[src/pdc_pkg.sv]
package pdc_pkg;

    // Field widths of the beats.
    localparam int ACT_W    = 2;
    localparam int CUR_W    = 10;
    localparam int POS_W    = 32;
    localparam int DRV_W    = 2;
    localparam int DUTY_W   = 8;
    localparam int MODE_W   = 2;
    localparam int PHASE_W  = 3;
    localparam int BAND_W   = 16;

    // Configuration port.
    localparam int CFG_IDX_W  = 3;
    localparam int CFG_DATA_W = 16;

    typedef logic [ACT_W-1:0]  t_action;
    typedef logic [DRV_W-1:0]  t_drive;
    typedef logic [MODE_W-1:0] t_mode;

    localparam t_action ACT_ENCODER = 2'd0;
    localparam t_action ACT_TICK    = 2'd1;
    localparam t_action ACT_TARGET  = 2'd2;

    localparam t_drive DRV_STOP  = 2'd0;
    localparam t_drive DRV_BRAKE = 2'd1;
    localparam t_drive DRV_RIGHT = 2'd2;
    localparam t_drive DRV_LEFT  = 2'd3;

    localparam t_mode MODE_UNCAL  = 2'd0;
    localparam t_mode MODE_NORMAL = 2'd1;
    localparam t_mode MODE_ERROR  = 2'd2;

    localparam logic [DUTY_W-1:0] BRAKE_DUTY = 8'd255;

    localparam logic [CFG_IDX_W-1:0] REG_OVERLOAD = 3'd0;
    localparam logic [CFG_IDX_W-1:0] REG_CALIB    = 3'd1;
    localparam logic [CFG_IDX_W-1:0] REG_SETTLE   = 3'd2;
    localparam logic [CFG_IDX_W-1:0] REG_FAR      = 3'd3;
    localparam logic [CFG_IDX_W-1:0] REG_NEAR     = 3'd4;
    localparam logic [CFG_IDX_W-1:0] REG_FULL_PWM = 3'd5;

    localparam logic [CUR_W-1:0]  RST_OVERLOAD = 10'd30;
    localparam logic [CUR_W-1:0]  RST_CALIB    = 10'd18;
    localparam logic [CUR_W-1:0]  RST_SETTLE   = 10'd15;
    localparam logic [BAND_W-1:0] RST_FAR      = 16'd20;
    localparam logic [BAND_W-1:0] RST_NEAR     = 16'd10;
    localparam logic [DUTY_W-1:0] RST_FULL_PWM = 8'd255;
    localparam logic [POS_W-1:0]  RST_WANTED   = 32'd100;

endpackage

[src/pdc_in_if.sv]
interface pdc_in_if;
    import pdc_pkg::*;

    logic               valid;
    logic               ready;
    logic [ACT_W-1:0]   action;
    logic               pins_equal;
    logic [CUR_W-1:0]   current_sample;
    logic signed [POS_W-1:0] target_value;

    modport source(output valid, action, pins_equal, current_sample, target_value,
                   input ready);
    modport sink(input valid, action, pins_equal, current_sample, target_value,
                 output ready);
endinterface

[src/pdc_out_if.sv]
interface pdc_out_if;
    import pdc_pkg::*;

    logic                    valid;
    logic                    ready;
    logic [DRV_W-1:0]        drive;
    logic [DUTY_W-1:0]       pwm_duty;
    logic [MODE_W-1:0]       op_mode;
    logic [CUR_W-1:0]        avg_current;
    logic signed [POS_W-1:0] position;
    logic signed [POS_W-1:0] target;

    modport source(output valid, drive, pwm_duty, op_mode, avg_current, position, target,
                   input ready);
    modport sink(input valid, drive, pwm_duty, op_mode, avg_current, position, target,
                 output ready);
endinterface

[src/position_drive_controller_unit.sv]
// Channel   | Role   | Payload
// ----------+--------+---------------------------------------------------------
// i_in      | sink   | action, pins_equal, current_sample, target_value
// o_out     | source | drive, pwm_duty, op_mode, avg_current, position, target
// i_cfg_*   | write  | register index and data, no read-back
//
// One beat is accepted per clock when the output side keeps up. Every beat shows
// up as one result beat: it is first registered in the sample stage, then the
// control stage runs on it and loads the output register once that register is
// free or being read. The sample memory's registered read sets that
// first stage. Reset is synchronous and active low; it clears the
// sample valid bits and all control state at once, so there is no clearing pass.
// A stalled output holds its beat while one more input beat waits in the sample
// stage; after that the input ready drops.
module position_drive_controller_unit #(
    parameter int SAMPLES  = 10,
    parameter int ADC_BITS = 10
) (
    input  logic                             i_clk,
    input  logic                             i_rst_n,
    pdc_in_if.sink                           i_in,
    pdc_out_if.source                        o_out,
    input  logic                             i_cfg_we,
    input  logic [pdc_pkg::CFG_IDX_W-1:0]    i_cfg_idx,
    input  logic [pdc_pkg::CFG_DATA_W-1:0]   i_cfg_data
);
    import pdc_pkg::*;

    // Stored sample width: the converter field is 10 bits, and only the low
    // ADC_BITS of it count (all of it when ADC_BITS is larger).
    localparam int SAMP_W  = (ADC_BITS < CUR_W) ? ADC_BITS : CUR_W;
    localparam int CNT_W   = $clog2(SAMPLES);
    localparam int TOT_W   = SAMP_W + CNT_W;
    localparam int IDX_W   = (SAMPLES > 1) ? $clog2(SAMPLES) : 1;
    // The average is total * ceil(2^DIV_SH / SAMPLES) >> DIV_SH, which is exact
    // for every total below 2^TOT_W with this shift.
    localparam int DIV_SH  = TOT_W + CNT_W;
    localparam logic [DIV_SH:0] DIV_MUL =
        (DIV_SH + 1)'(((1 << DIV_SH) + SAMPLES - 1) / SAMPLES);
    localparam logic [IDX_W-1:0] LAST_IDX = IDX_W'(SAMPLES - 1);

    // Calibration phases.
    localparam logic [PHASE_W-1:0] PH_START  = 3'd0;
    localparam logic [PHASE_W-1:0] PH_LEFT   = 3'd1;
    localparam logic [PHASE_W-1:0] PH_SETTLE = 3'd2;
    localparam logic [PHASE_W-1:0] PH_RIGHT  = 3'd3;
    localparam logic [PHASE_W-1:0] PH_CENTER = 3'd4;

    // ------------------------------------------------------------------
    // Configuration registers. They are to be written only while the block idles; the block does not enforce this.
    // ------------------------------------------------------------------
    logic [CUR_W-1:0]  r_overload;
    logic [CUR_W-1:0]  r_calib;
    logic [CUR_W-1:0]  r_settle;
    logic [BAND_W-1:0] r_far;
    logic [BAND_W-1:0] r_near;
    logic [DUTY_W-1:0] r_full_pwm;

    always_ff @(posedge i_clk) begin
        if (!i_rst_n) begin
            r_overload <= RST_OVERLOAD;
            r_calib    <= RST_CALIB;
            r_settle   <= RST_SETTLE;
            r_far      <= RST_FAR;
            r_near     <= RST_NEAR;
            r_full_pwm <= RST_FULL_PWM;
        end else if (i_cfg_we) begin
            case (i_cfg_idx)
                REG_OVERLOAD: r_overload <= i_cfg_data[CUR_W-1:0];
                REG_CALIB:    r_calib    <= i_cfg_data[CUR_W-1:0];
                REG_SETTLE:   r_settle   <= i_cfg_data[CUR_W-1:0];
                REG_FAR:      r_far      <= i_cfg_data[BAND_W-1:0];
                REG_NEAR:     r_near     <= i_cfg_data[BAND_W-1:0];
                REG_FULL_PWM: r_full_pwm <= i_cfg_data[DUTY_W-1:0];
                default: begin
                end
            endcase
        end
    end

    // ------------------------------------------------------------------
    // Handshake between the sample stage and the output register.
    // ------------------------------------------------------------------
    logic r_s1_valid;
    logic r_o_valid;
    logic s2_adv;
    logic in_acc;
    logic tick_acc;

    assign s2_adv     = r_s1_valid && (!r_o_valid || o_out.ready);
    assign i_in.ready = !r_s1_valid || s2_adv;
    assign in_acc     = i_in.valid && i_in.ready;
    assign tick_acc   = in_acc && (i_in.action == ACT_TICK);

    // ------------------------------------------------------------------
    // Sample stage: ring memory with a registered read. The read address is
    // always the next write slot, so the oldest sample is waiting in r_rd when
    // the next tick arrives. A write to the slot being read is forwarded.
    // ------------------------------------------------------------------
    logic [SAMP_W-1:0]  r_ring [SAMPLES];
    logic [SAMPLES-1:0] r_ring_vld;
    logic [SAMP_W-1:0]  r_rd;
    logic [SAMP_W-1:0]  r_fwd_data;
    logic               r_fwd;
    logic [IDX_W-1:0]   r_idx;
    logic [IDX_W-1:0]   n_idx;
    logic [TOT_W-1:0]   r_total;
    logic [TOT_W-1:0]   n_total;
    logic [SAMP_W-1:0]  r_avg;
    logic [SAMP_W-1:0]  n_avg;
    logic [SAMP_W-1:0]  samp;
    logic [SAMP_W-1:0]  old_samp;
    logic [TOT_W+DIV_SH:0] prod;

    assign samp     = i_in.current_sample[SAMP_W-1:0];
    // Slots never written since reset read as zero.
    assign old_samp = r_ring_vld[r_idx] ? (r_fwd ? r_fwd_data : r_rd) : '0;
    assign n_idx    = tick_acc ? ((r_idx == LAST_IDX) ? '0 : r_idx + 1'b1) : r_idx;
    assign n_total  = r_total - TOT_W'(old_samp) + TOT_W'(samp);
    assign prod     = n_total * DIV_MUL;
    assign n_avg    = prod[DIV_SH +: SAMP_W];

    always_ff @(posedge i_clk) begin
        if (tick_acc) begin
            r_ring[r_idx] <= samp;
        end
        r_rd       <= r_ring[n_idx];
        r_fwd_data <= samp;
    end

    always_ff @(posedge i_clk) begin
        if (!i_rst_n) begin
            r_idx      <= '0;
            r_total    <= '0;
            r_avg      <= '0;
            r_ring_vld <= '0;
            r_fwd      <= 1'b0;
        end else begin
            r_fwd <= tick_acc && (n_idx == r_idx);
            r_idx <= n_idx;
            if (tick_acc) begin
                r_ring_vld[r_idx] <= 1'b1;
                r_total           <= n_total;
                r_avg             <= n_avg;
            end
        end
    end

    // The item held in the sample stage. r_avg already includes it: a newer
    // beat is taken in only on the edge where this one moves on.
    logic [ACT_W-1:0]        r_s1_act;
    logic                    r_s1_pins;
    logic signed [POS_W-1:0] r_s1_target;

    always_ff @(posedge i_clk) begin
        if (!i_rst_n) begin
            r_s1_valid <= 1'b0;
        end else if (in_acc) begin
            r_s1_valid <= 1'b1;
        end else if (s2_adv) begin
            r_s1_valid <= 1'b0;
        end
    end

    always_ff @(posedge i_clk) begin
        if (in_acc) begin
            r_s1_act    <= i_in.action;
            r_s1_pins   <= i_in.pins_equal;
            r_s1_target <= i_in.target_value;
        end
    end

    // ------------------------------------------------------------------
    // Control stage: position count, target, mode, calibration sequence and
    // the bridge drive. Drive, duty, position and target registers feed the output.
    // ------------------------------------------------------------------
    logic [POS_W-1:0]   r_pos, n_pos;
    logic [POS_W-1:0]   r_wanted, n_wanted;
    logic [POS_W-1:0]   r_right, n_right;
    logic [MODE_W-1:0]  r_mode, n_mode;
    logic [PHASE_W-1:0] r_phase, n_phase;
    logic [DRV_W-1:0]   r_drv, n_drv;
    logic [DUTY_W-1:0]  r_duty, n_duty;
    logic [MODE_W-1:0]  r_o_mode, n_shown;
    logic [CUR_W-1:0]   r_o_avg;

    logic [CUR_W-1:0]   avg;
    logic               overload;
    logic               pwm_zero;
    logic [PHASE_W-1:0] phase;
    logic signed [POS_W+1:0] pos_err;
    logic signed [POS_W+1:0] far_s;
    logic signed [POS_W+1:0] near_s;
    logic [POS_W-1:0]   half_right;

    assign avg      = CUR_W'(r_avg);
    assign overload = avg > r_overload;
    assign pwm_zero = r_full_pwm == '0;
    assign phase    = (r_phase > PH_CENTER) ? PH_START : r_phase;
    assign pos_err  = $signed({{2{r_wanted[POS_W-1]}}, r_wanted})
                    - $signed({{2{r_pos[POS_W-1]}}, r_pos});
    assign far_s    = $signed({{(POS_W+2-BAND_W){1'b0}}, r_far});
    assign near_s   = $signed({{(POS_W+2-BAND_W){1'b0}}, r_near});
    // Halving rounds toward zero: add one to a negative value before the shift.
    assign half_right = POS_W'($signed(r_right + {{(POS_W-1){1'b0}}, r_right[POS_W-1]})
                               >>> 1);

    always_comb begin
        n_pos    = r_pos;
        n_wanted = r_wanted;
        n_right  = r_right;
        n_mode   = r_mode;
        n_phase  = r_phase;
        n_drv    = r_drv;
        n_duty   = r_duty;
        n_shown  = r_mode;
        case (r_s1_act)
            ACT_ENCODER: begin
                n_pos = r_s1_pins ? r_pos + 1'b1 : r_pos - 1'b1;
            end
            ACT_TICK: begin
                if (r_mode == MODE_ERROR) begin
                    n_drv   = DRV_STOP;
                    n_duty  = '0;
                    n_mode  = MODE_NORMAL;
                    n_shown = MODE_NORMAL;
                end else if (r_mode == MODE_UNCAL) begin
                    case (phase)
                        PH_START, PH_LEFT: begin
                            if (phase == PH_START) begin
                                n_pos = '0;
                            end
                            n_phase = PH_LEFT;
                            if (overload || pwm_zero) begin
                                n_drv  = DRV_STOP;
                                n_duty = '0;
                            end else begin
                                n_drv  = DRV_LEFT;
                                n_duty = r_full_pwm;
                            end
                            // Overload during calibration shows only in this result.
                            if (overload) begin
                                n_shown = MODE_ERROR;
                            end
                            if (avg >= r_calib) begin
                                n_pos   = '0;
                                n_drv   = DRV_STOP;
                                n_duty  = '0;
                                n_phase = PH_SETTLE;
                            end
                        end
                        PH_SETTLE: begin
                            n_drv  = DRV_STOP;
                            n_duty = '0;
                            if (avg <= r_settle) begin
                                n_phase = PH_RIGHT;
                            end
                        end
                        PH_RIGHT: begin
                            if (overload || pwm_zero) begin
                                n_drv  = DRV_STOP;
                                n_duty = '0;
                            end else begin
                                n_drv  = DRV_RIGHT;
                                n_duty = r_full_pwm;
                            end
                            if (overload) begin
                                n_shown = MODE_ERROR;
                            end
                            if (avg >= r_calib) begin
                                n_right = r_pos;
                                n_drv   = DRV_STOP;
                                n_duty  = '0;
                                n_phase = PH_CENTER;
                            end
                        end
                        default: begin
                            n_drv  = DRV_STOP;
                            n_duty = '0;
                            if (avg <= r_settle) begin
                                n_wanted = half_right;
                                n_mode   = MODE_NORMAL;
                                n_shown  = MODE_NORMAL;
                                n_phase  = PH_START;
                            end
                        end
                    endcase
                end else begin
                    if ((pos_err > far_s) || (pos_err < -far_s)) begin
                        if (overload || pwm_zero) begin
                            n_drv  = DRV_STOP;
                            n_duty = '0;
                        end else begin
                            n_drv  = (pos_err > far_s) ? DRV_RIGHT : DRV_LEFT;
                            n_duty = r_full_pwm;
                        end
                        if (overload) begin
                            n_mode  = MODE_ERROR;
                            n_shown = MODE_ERROR;
                        end
                    end else if ((pos_err > near_s) || (pos_err < -near_s)) begin
                        n_drv  = DRV_BRAKE;
                        n_duty = BRAKE_DUTY;
                    end else begin
                        n_drv  = DRV_STOP;
                        n_duty = '0;
                    end
                end
            end
            ACT_TARGET: begin
                n_wanted = r_s1_target;
            end
            default: begin
            end
        endcase
    end

    always_ff @(posedge i_clk) begin
        if (!i_rst_n) begin
            r_pos     <= '0;
            r_wanted  <= RST_WANTED;
            r_right   <= '0;
            r_mode    <= MODE_UNCAL;
            r_phase   <= PH_START;
            r_drv     <= DRV_STOP;
            r_duty    <= '0;
            r_o_valid <= 1'b0;
        end else begin
            if (s2_adv) begin
                r_pos     <= n_pos;
                r_wanted  <= n_wanted;
                r_right   <= n_right;
                r_mode    <= n_mode;
                r_phase   <= n_phase;
                r_drv     <= n_drv;
                r_duty    <= n_duty;
                r_o_valid <= 1'b1;
            end else if (o_out.ready) begin
                r_o_valid <= 1'b0;
            end
        end
    end

    // The average moves on when the next beat enters, so the output keeps a copy.
    always_ff @(posedge i_clk) begin
        if (s2_adv) begin
            r_o_mode <= n_shown;
            r_o_avg  <= avg;
        end
    end

    assign o_out.valid       = r_o_valid;
    assign o_out.drive       = r_drv;
    assign o_out.pwm_duty    = r_duty;
    assign o_out.op_mode     = r_o_mode;
    assign o_out.avg_current = r_o_avg;
    assign o_out.position    = r_pos;
    assign o_out.target      = r_wanted;

endmodule

[src/flat_wrapper.sv]
// flat-port wrapper written by rule: the top's interface ports become plain ports
module position_drive_controller_unit_flat import pdc_pkg::*;
#(
    parameter int SAMPLES  = 10,
    parameter int ADC_BITS = 10
)
  (i_clk, i_rst_n, i_cfg_we, i_cfg_idx, i_cfg_data, i_in_valid, i_in_action, i_in_pins_equal, i_in_current_sample, i_in_target_value, i_in_ready, o_out_valid, o_out_drive, o_out_pwm_duty, o_out_op_mode, o_out_avg_current, o_out_position, o_out_target, o_out_ready);
  pdc_in_if i_in_i ();
  pdc_out_if o_out_i ();
  input  logic i_clk;
  input  logic i_rst_n;
  input  logic i_cfg_we;
  input  logic [pdc_pkg::CFG_IDX_W-1:0] i_cfg_idx;
  input  logic [pdc_pkg::CFG_DATA_W-1:0] i_cfg_data;
  input wire logic [$bits(i_in_i.valid)-1:0] i_in_valid;
  input wire logic [$bits(i_in_i.action)-1:0] i_in_action;
  input wire logic [$bits(i_in_i.pins_equal)-1:0] i_in_pins_equal;
  input wire logic [$bits(i_in_i.current_sample)-1:0] i_in_current_sample;
  input wire logic [$bits(i_in_i.target_value)-1:0] i_in_target_value;
  output wire logic [$bits(i_in_i.ready)-1:0] i_in_ready;
  output wire logic [$bits(o_out_i.valid)-1:0] o_out_valid;
  output wire logic [$bits(o_out_i.drive)-1:0] o_out_drive;
  output wire logic [$bits(o_out_i.pwm_duty)-1:0] o_out_pwm_duty;
  output wire logic [$bits(o_out_i.op_mode)-1:0] o_out_op_mode;
  output wire logic [$bits(o_out_i.avg_current)-1:0] o_out_avg_current;
  output wire logic [$bits(o_out_i.position)-1:0] o_out_position;
  output wire logic [$bits(o_out_i.target)-1:0] o_out_target;
  input wire logic [$bits(o_out_i.ready)-1:0] o_out_ready;
  assign i_in_i.valid = i_in_valid;
  assign i_in_i.action = i_in_action;
  assign i_in_i.pins_equal = i_in_pins_equal;
  assign i_in_i.current_sample = i_in_current_sample;
  assign i_in_i.target_value = i_in_target_value;
  assign i_in_ready = i_in_i.ready;
  assign o_out_valid = o_out_i.valid;
  assign o_out_drive = o_out_i.drive;
  assign o_out_pwm_duty = o_out_i.pwm_duty;
  assign o_out_op_mode = o_out_i.op_mode;
  assign o_out_avg_current = o_out_i.avg_current;
  assign o_out_position = o_out_i.position;
  assign o_out_target = o_out_i.target;
  assign o_out_i.ready = o_out_ready;
  position_drive_controller_unit #(.SAMPLES(SAMPLES), .ADC_BITS(ADC_BITS)) u_core (.i_clk(i_clk), .i_rst_n(i_rst_n), .i_in(i_in_i), .o_out(o_out_i), .i_cfg_we(i_cfg_we), .i_cfg_idx(i_cfg_idx), .i_cfg_data(i_cfg_data));
endmodule
[config.mk]
export PLATFORM = sky130hd
export DESIGN_NAME = position_drive_controller_unit_flat
export DESIGN_NICKNAME = d
export VERILOG_FILES = /design/src/pdc_pkg.sv /design/src/pdc_in_if.sv /design/src/pdc_out_if.sv /design/src/position_drive_controller_unit.sv /design/src/flat_wrapper.sv
export SDC_FILE = /design/constraint.sdc
export NUM_CORES = 1
export LEC_CHECK = 0
export BUFFER_PORTS_ARGS = -buffer_cell sky130_fd_sc_hd__clkbuf_2
export CAP_MARGIN = 20
export CORE_MARGIN = 1.5
export CORE_UTILIZATION = 30
export CTS_BUF_LIST = sky130_fd_sc_hd__clkbuf_4
export DETAILED_ROUTE_END_ITERATION = 10
export PLACE_DENSITY = 0.55
export SYNTH_ARGS = -nofsm -noshare
export SYNTH_HDL_FRONTEND = slang
export SYNTH_SLANG_ARGS = --single-unit
[constraint.sdc]
create_clock -name i_clk -period 31.6 [get_ports i_clk]
set_clock_uncertainty 0.1 [all_clocks]
set_input_delay 7.9 -clock i_clk [delete_from_list [all_inputs] [get_ports i_clk]]
set_output_delay 7.9 -clock i_clk [all_outputs]
set_load 0.03 [all_outputs]
==> summary.md <==
| Metric | Value |
|---|---|
| Resize count post-CTS | 0 |
| Global placement routability congestion | 0.875 |
| Maximum frequency from static timing analysis | 59.8 MHz |
| Number of DRC violations after detailed-routing iteration 0 | 1066 |
| Placement Rows | 108 |
| Synthesis warning total | 0 |
| Hold-fix buffers, CTS | 0 |
| Type of the tightest min-delay check | reg -> reg |
| Category of the critical setup timing path | in -> reg |
| Crit path launch | i_in_current_sample[1] |
| Largest incremental delay on the critical path | 0.64 ns |
| Floorplan die area | 89700 um2 |
| Maximum level of the CTS H-tree | 3 |
| Area used by multi-input combinational logic | 15600 um2 |
| Fraction of registers with async set or reset after synthesis | 0% |
| CP endpoint kind | flop |
| Buffer count from post-CTS setup fixing | 0 |
| Beginning of the worst hold path | u_core.r_ring_vld[3] |
| Nets | roughly 3500 |
| Total vias in the final route | 20800 |
| Worst slew margin | 32.9% |
| Dominant cell by count in the synthesized netlist | sky130_fd_sc_hd__nand2_1 |
| Syn_nets | 3284 |
| CORE AREA | 86900 um2 |
| TNS Setup | 0 ns |
| Worst Max-Slew Pin Slew | 1.00 ns |
| Fin. max-slew vios | 0 |
| Adder-Cell Fraction of Synth Area | 20.0% |
| Synth top cells by count | sky130_fd_sc_hd__nand2_1, sky130_fd_sc_hd__ha_1, sky130_fd_sc_hd__inv_1 |
| Ratio of cells with drive above 1 in the final layout | between 10 and 15% |
| Post-detailed-placement half-perimeter wirelength | 56200 um |
| Share of the synthesized area in compound gates (AO/OA/AOI/OAI) | 16.4% |
| Number of remaining DRC errors | 0 |
| Most used DFF post-synth | sky130_fd_sc_hd__dfxtp_1 |
| Vias in the first global route | 20600 |
| Max cap viols | 0 |
| Fraction of the cycle the final worst path needs | 52.9% |
| Horiz. Die Dim | 300 um |
| Port Buffer Count | 156 |
| Top cell type by total area after synthesis | sky130_fd_sc_hd__dfxtp_1 |
| Sequential Area | between 9000 and 10000 um2 |
| TritonRoute pass-1 iters | 6 |
| Clock latency at the later pin of the worst-skew pair | 0.93 ns |
| Cells on worst reg2reg path | 44 |
| Count of filler cells inserted in the layout | roughly 9000 |
| Relative area change from synthesis to final layout | 13.4% |
| Via count normalized by instance count | 4.86 |
| Number of antenna-violating nets in the routed design | 0 |
| Shortest clock period the worst path allows after layout | 16.72 ns |
| Buffers from clock root to sink, at most | 3 |
| Initial antenna violation count | 9 |
| Library cell appearing most often on the critical path | sky130_fd_sc_hd__inv_1 |
| Fraction of post-synthesis cell area in the top cell type by area | 18.4% |
| Root buf cell | sky130_fd_sc_hd__clkbuf_4 |
| Count of mapped cells out of synthesis | about 2800 |
| WP data required | 32.35 ns |
| Synth Area in Simple Gates | 15.0% |
| Cell with the largest stage delay on the worst path | sky130_fd_sc_hd__a2111oi_0 |
| Number of buffers added by the clock tree synthesis step | 109 |
| Final Hold Viols | 0 |
| Largest family of logic cells by synthesized area | adder cells |
| TritonCTS clock tree | done |
| Unrepaired setup endpoints after global routing | false |
| Parity-gate share of the synthesized area counting xor and xnor cells | 4.28% |
| Run status | finished, final reports clean |
| Post-Synthesis Mean Instance Area | between 9 and 10 um2 |
| Sequential cell area fraction in the yosys report | 35.1% |
| Top cells by area in the synthesized netlist | sky130_fd_sc_hd__dfxtp_1, sky130_fd_sc_hd__edfxtp_1, sky130_fd_sc_hd__ha_1 |
| Slack of the worst reg-to-reg path | 20.43 ns |
| Setup-violating endpoint count in the final report | 0 |
| Overall routed net length | 74500 um |
| GRT overflow | 0 |
| Number of cells in the design after placement | 4065 |
| Effective utilization at floorplan | 30.4% |
| Number of standard cells in the layout, taps in and fillers out | 4271 |
| Total I/O pin count | roughly 160 |
| Pin count of the biggest net entering global routing | 124 |
| Sinks on Clock Net | between 300 and 400 |
| First-pass GRT wire length | 117000 um |
| Reg-to-reg critical path startpoint | u_core.r_idx[0] |
| Endpoint of the lowest-slack register-to-register path | u_core.avg[9] |
| CP arrival | 17.47 ns |
| Number of flops mapped to enable cells by yosys | 147 |
| Total global-route track usage | between 10% and 20% |
| Capture endpoint of the worst hold path | u_core.r_ring_vld[3] |
| Routed len/inst | 17.5 um |
| Multiplexer share of the synthesized area | 3.33% |
| Pre-CTS setup slack | around 14 ns |
| Netlist cell types | 83 |
| Worst Path Max Fanout | 12 |
| Kind of start point of the critical path | input port |
| Setup slack of the critical path after layout | 14.88 ns |
| Synthesis-stage register bit count | 389 |
| Vertical die dimension | 300 um |
| Clock-pin slew on the worst setup and hold paths | 0.07 ns |
| Cell Area, Synth | 26400 um2 |
| Cell count of the worst hold path | 1 |
worst max-delay path by stage:
stage | to | depth (start not counted)
5_1_grt | u_core.avg[9] | 40
6_report | u_core.avg[9] | 40
2_1_floorplan | u_core.avg[9] | 39
3_3_place_gp | u_core.avg[7] | 40
3_5_place_dp | u_core.avg[9] | 40
4_1_cts | u_core.avg[9] | 40
logic make-up after synthesis:
logic type      Yosys count
other cells               1
compound gates          629
flops                   389
simple gates            843
fa+ha+maj               379
mux                      59
buf+inv                 407
xor+xnor                129
registers in the layout (all words and copies together) (netlist names), 3 cells and up:
name / flops
u_core.r_idx: 4
u_core.r_ring: 100
u_core.r_fwd_data: 10
u_core.r_rd: 10
u_core.r_calib: 10
u_core.r_near: 16
u_core.r_phase: 3
u_core.o_out.avg_current: 10
u_core.r_s1_target: 32
u_core.r_full_pwm: 8
u_core.r_overload: 10
u_core.r_right: 32
u_core.r_far: 16
u_core.o_out.position: 32
u_core.r_ring_vld: 10
u_core.o_out.target: 32
u_core.r_settle: 10
u_core.o_out.pwm_duty: 8
u_core.avg: 10
u_core.r_total: 14
worst max-delay path, delay by kind of cell:
| kind | cells | cell delay (ns) |
|---|---|---|
| AOI/OAI and AO/OA | 16 | 3.71 |
| adders and majority gates | 10 | 4.21 |
| xor gates and xnor gates | 1 | 0.23 |
| buffers and inverters | 8 | 0.77 |
| muxes | 1 | 0.13 |
| and+or+nand+nor | 4 | 0.51 |
per-layer routing:
metal	part of all wire, %	global-route usage, %
met5	0.067	0
met4	2.8	5.71
met3	6.9	4.28
met2	45	27.2
met1	45	21.6
through the flow:
| stage | utilization (%) | cell area, um2 | hold WS [ns] |
|---|---|---|---|
| 6_report | 34.4 | 29900 | 0.361 |
| 5_1_grt | 34.4 | 29900 | 0.385 |
| 4_1_cts | 34.4 | 29900 | 0.366 |
| 3_5_place_dp | 32.7 | 28400 | 0.348 |
| 3_3_place_gp | 32.7 | 28400 | 0.341 |
| 2_1_floorplan | - | 26400 | 0.330 |
final cells by class:
| type | count | share of cell area (%) |
|---|---|---|
| tap | 1155 | 4.83 |
| clock inverter | 42 | 0.807 |
| inverter | 301 | 3.78 |
| antenna | 3 | 0.0251 |
| clock buffer | 161 | 4.04 |
| multi-input combinational | 2040 | 52.3 |
| timing repair buffer | 180 | 3.26 |
| sequential | 389 | 31.0 |
layout by cell type, fill, tap and decap left out, types with 74 or more instances in the layout:
cell type | synthesis | final
sky130_fd_sc_hd__nand3_1 | 74 | 74
sky130_fd_sc_hd__ha_1 | 308 | 308
sky130_fd_sc_hd__a21oi_1 | 100 | 99
sky130_fd_sc_hd__a21boi_0 | 143 | 143
sky130_fd_sc_hd__nand2_1 | 398 | 398
sky130_fd_sc_hd__edfxtp_1 | 147 | 147
sky130_fd_sc_hd__nor2_1 | 100 | 98
sky130_fd_sc_hd__clkbuf_4 | 0 | 161
sky130_fd_sc_hd__dfxtp_1 | 242 | 242
sky130_fd_sc_hd__xnor2_1 | 83 | 82
sky130_fd_sc_hd__clkbuf_2 | 0 | 155
sky130_fd_sc_hd__o21ai_0 | 104 | 103
sky130_fd_sc_hd__inv_1 | 301 | 301
Power is left out: the tool's default activity adds up to more than one toggle a clock period on the data nets, which glitch-free logic cannot reach.
